File: config.mk
export PLATFORM = sky130hd
export DESIGN_NAME = ffha_seg_ram
export DESIGN_NICKNAME = d
export VERILOG_FILES = /design/src/sv/assert_macros.svh /design/src/sv/ffha_pkg.sv /design/src/sv/ffha_seg_ram.sv
export SDC_FILE = /design/constraint.sdc
export NUM_CORES = 2
export LEC_CHECK = 0
export BUFFER_PORTS_ARGS = -buffer_cell sky130_fd_sc_hd__buf_2
export CAP_MARGIN = 20
export CELL_PAD_IN_SITES_DETAIL_PLACEMENT = 1
export CELL_PAD_IN_SITES_GLOBAL_PLACEMENT = 2
export CORE_MARGIN = 2
export CORE_UTILIZATION = 30
export DETAILED_ROUTE_END_ITERATION = 6
export PLACE_DENSITY = 0.52
export SLEW_MARGIN = 20
export SYNTH_ARGS = -nofsm -noshare
export SYNTH_HDL_FRONTEND = slang
export SYNTH_MEMORY_MAX_BITS = 65536
export SYNTH_SLANG_ARGS = --single-unit
File: constraint.sdc
create_clock -name clk -period 10.7 [get_ports clk]
set_input_delay 0.535 -clock clk [delete_from_list [all_inputs] [get_ports clk]]
set_output_delay 0.535 -clock clk [all_outputs]
set_load 0.005 [all_outputs]
File: src/sv/assert_macros.svh
// Assertion macros used by the allocator top level
`ifndef ASSERT_MACROS_SVH
`define ASSERT_MACROS_SVH
// Check that an implication holds on every clock edge outside reset
`define ASSERT_IMP(label, clk, rst_n, ante, cons, msg) \
  label: assert property (@(posedge clk) disable iff (!rst_n) (ante) |-> (cons)) \
    else $error(msg);
// Check an implication in the cycle after the antecedent
`define ASSERT_NXT(label, clk, rst_n, ante, cons, msg) \
  label: assert property (@(posedge clk) disable iff (!rst_n) (ante) |=> (cons)) \
    else $error(msg);
`endif

File: src/sv/ffha_pkg.sv
// Types and constants of the first-fit heap allocator
package ffha_pkg;
  localparam int unsigned BASE_W = 47;
  localparam int unsigned ADDR_W = 48;
  localparam int unsigned SIZE_W = 32;

  localparam logic [1:0] ST_OK      = 2'd0;
  localparam logic [1:0] ST_NO_FIT  = 2'd1;
  localparam logic [1:0] ST_BAD     = 2'd2;
  localparam logic [1:0] ST_NULL    = 2'd3;

  localparam logic ACT_ALLOC = 1'b0;
  localparam logic ACT_FREE  = 1'b1;

  localparam logic [0:0] CFG_BASE  = 1'd0;
  localparam logic [0:0] CFG_BYTES = 1'd1;

  // One table entry
  typedef struct packed {
    logic [SIZE_W-1:0] offset;
    logic [SIZE_W-1:0] size;
    logic              free;
  } seg_t;
endpackage

File: src/sv/ffha_seg_ram.sv
// Segment table memory: one write port, one registered read port
module ffha_seg_ram import ffha_pkg::*; #(
  parameter int unsigned DEPTH = 64,
  parameter int unsigned AW    = 6
) (
  input  logic          clk,
  input  logic          we,
  input  logic [AW-1:0] waddr,
  input  seg_t          wdata,
  input  logic [AW-1:0] raddr,
  output seg_t          rdata
);
  seg_t mem [DEPTH];

  always_ff @(posedge clk) begin
    if (we) begin
      mem[waddr] <= wdata;
    end
    rdata <= mem[raddr];
  end
endmodule

==> impl_metrics.tcl <==
set metrics [dict create \
    antenna_found_initial 68 \
    setup-tns-final_ns 0 \
    row_count 266 \
    cts.path.max_buffers 4 \
    cp_max_fo 89 \
    setup_ws_ns 7.318 \
    cts_max_level 5 \
    cts_buffers 451 \
    syn-cell-area_sq_um 158300 \
    r2r-start "mem[47][61]$_DFFE_PP_" \
    fin_skew_ns 0.06782 \
    timing.slew.headroom_pct 18.37 \
    reg2reg_to "rdata[61]$_DFF_P_" \
    viasPerCell 5.371 \
    syn-num-nets 6685 \
    hold_viol 0 \
    design_power_total_mw 35.46 \
    fin_crit_sh_pct 31.61 \
    cpMostUsedCell "buf_4" \
    drt-initial-drc-count 9315 \
    synthXorXnorAreaFrac_pct 0 \
    die_x_microns 730.5 \
    grt_pass1_wl_microns 718600 \
    synth.distinct_cells 27 \
    antenna_left 0 \
    die_h_microns 730.5 \
    layout_commonest_cell "edfxtp_1" \
    avgRoutedWirePerCell_microns 37.14 \
    vdd_drop_max_mv 0.1360 \
    ys_warn_count 0 \
    grt_max_degree 118 \
    drcViolationCount 0 \
    grt_use_total_pct 19.74 \
    period_minus_slack_ns 3.382 \
    leakagePower_nw 55.96 \
    die-area_sq_um 533600 \
    cts_resized 0 \
    drive_above_1_share_pct 28.62 \
    clkTransAtPathRegs_ns 0.06 \
    wl_microns 535000 \
    clock-sinks 4225 \
    vias 77380 \
    hold_end "mem[18][33]$_DFFE_PP_" \
    synth.mux.area_fraction_pct 15.44 \
    synth_top_area_share_pct 78.90 \
    startpoint_type "primary input" \
    tightest_slew_ns 1.225 \
    clk_latency_ns 1.04 \
    yosys.area.top_type "edfxtp_1" \
    place_congestion 0.7239 \
    timing.reg2reg.setup_slack_ns 8.81 \
    grt-ovfl-total 0 \
    synth.avg_cell_area_sq_um 23.97 \
    slowest_stage "buf_4" \
    place_hpwl_microns 268700 \
    synthSimpleGateAreaFrac_pct 0.9112 \
    fin_cells 14410 \
    syn_inst 6606 \
    min_path_type "in -> reg" \
    synth_top_family_by_area "multiplexers" \
    ctsRootBufferMaster "clkbuf_16" \
    slowest_delay_ns 0.81 \
    fill_cells 50330 \
    drv_cap 0 \
    hold_start "wdata[33]" \
    final-max-slew-violation-count 0 \
    worst_ep_arrival_time_ns 4.25 \
    firstDrtPassIters 5 \
    ys_seq_area_share_pct 79.72 \
    pre_cts_ws_ns 6.229 \
    io_buffers 143 \
    powerDensity_nw_per_um2 193.4 \
    timing.hold.ws_ns 0.03247 \
    hold-path-cell-count 1 \
    io_pins 144 \
    path_class "in -> reg" \
    max_clock_freq_ghz 0.2957 \
    ys_ff_latch 4225 \
    start_util_pct 30.15 \
    coreArea_sq_um 525200 \
    required_ns 11.56 \
    first_global_vias 80520 \
    synth-compound-area-share_pct 2.720 \
    tritoncts "yes" \
    critPathTopFamily "buffers and inverters" \
    crit_chain "buf_8, buf_12, buf_4, buf_4, mux4_2, mux2i_1, a211oi_1, o211a_1" \
    final_cell_mix "4160 x edfxtp_1, 1040 x mux4_2, 457 x clkbuf_16" \
    finalSetupViolCount 0 \
    place_inst 13560 \
    rsz0062_at_grt "false" \
    syn_to_final_growth_pct 15.77 \
    nets 7135 \
    run_status "completed" \
    yosys.area_share.adder_pct 0 \
    crit_buf_inv 4 \
    cp-end-kind "flip-flop" \
    yosys-top-cells-area "edfxtp_1 79%, mux4_2 15%, a22oi_1 1.2%, dfxtp_1 0.82%, mux2i_1 0.65%" \
    r2r_cells 4 \
]
[final cells by class]
type | instances | area [sq um] | area share (%)
tap | 6968 | 8718 | 4.756
clock buffer | 566 | 11970 | 6.528
timing repair buffer | 374 | 3163 | 1.726
antenna | 10 | 25.02 | 0.01365
multi-input combinational | 2004 | 30800 | 16.80
sequential | 4225 | 126200 | 68.86
clock inverter | 259 | 2404 | 1.311
[worst max path at each step]
stage | startpoint | to | slack, ns | depth (start not counted)
floorplan | waddr[3] | mem[48][0]$_DFFE_PP_ | 4.66 | 4
global placement | raddr[1] | rdata[37]$_DFF_P_ | 6.22 | 8
detailed placement | raddr[1] | rdata[21]$_DFF_P_ | 6.23 | 8
CTS | raddr[1] | rdata[37]$_DFF_P_ | 7.35 | 8
global route | raddr[0] | rdata[45]$_DFF_P_ | 7.11 | 7
finish | raddr[1] | rdata[37]$_DFF_P_ | 7.32 | 8
[per-stage QoR]
| stage | utilization, % | cell area (sq um) |
|---|---|---|
| 2_1_floorplan | - | 158300 |
| 3_3_place_gp | 32.11 | 168600 |
| 3_5_place_dp | 32.12 | 168700 |
| 4_1_cts | 34.86 | 183100 |
| 5_1_grt | 34.90 | 183300 |
| 6_report | 34.90 | 183300 |
[power breakdown]
part	internal (mW)	switching [mW]
registers	18.3	0.0866
clock network	8.79	6.64
logic	0.564	1.05
[kinds of logic after synthesis]
| group | Yosys count |
|---|---|
| AOI/OAI and AO/OA | 566 |
| DFF | 4225 |
| buffers and inverters | 377 |
| and+or+nand+nor | 295 |
| muxes | 1143 |
[layer usage]
layer  vias up  GRT usage (%)  part of all wire [%]
li1      29680              -                     -
met1     44290          28.33                    44
met2      2771          31.97                    48
met3       614          3.226                   6.5
met4        24          3.696                   1.9
met5         -              0                 0.028
[cells in the mapped netlist]
cell / number
nor2b_1: 9
o22ai_1: 130
nand3b_1: 25
mux4_2: 1040
nand4_1: 2
and2_1: 3
nor3_1: 2
buf_1: 18
nor2_1: 112
o221ai_1: 46
buf_2: 186
buf_4: 37
nand2_1: 8
nand4b_1: 1
clkbuf_1: 120
or3_1: 3
a211oi_1: 65
o211a_1: 65
nand3_1: 115
or2_2: 2
dfxtp_1: 65
or3b_2: 4
buf_6: 16
edfxtp_1: 4160
a22oi_1: 260
mux2i_1: 103
nand2b_1: 9
[registers in the layout (all words and copies together), names as in the netlist]
| signal | cells |
|---|---|
| mem | 4160 |
| rdata | 65 |
[repair_timing]
item                                   4_1_cts  5_1_grt
hold buffers                                 0        4
buffers inserted                             0        0
setup endpoints to repair                    0        0
endpoints found under the hold margin        0       57
(Power assumes the default switching activity.)
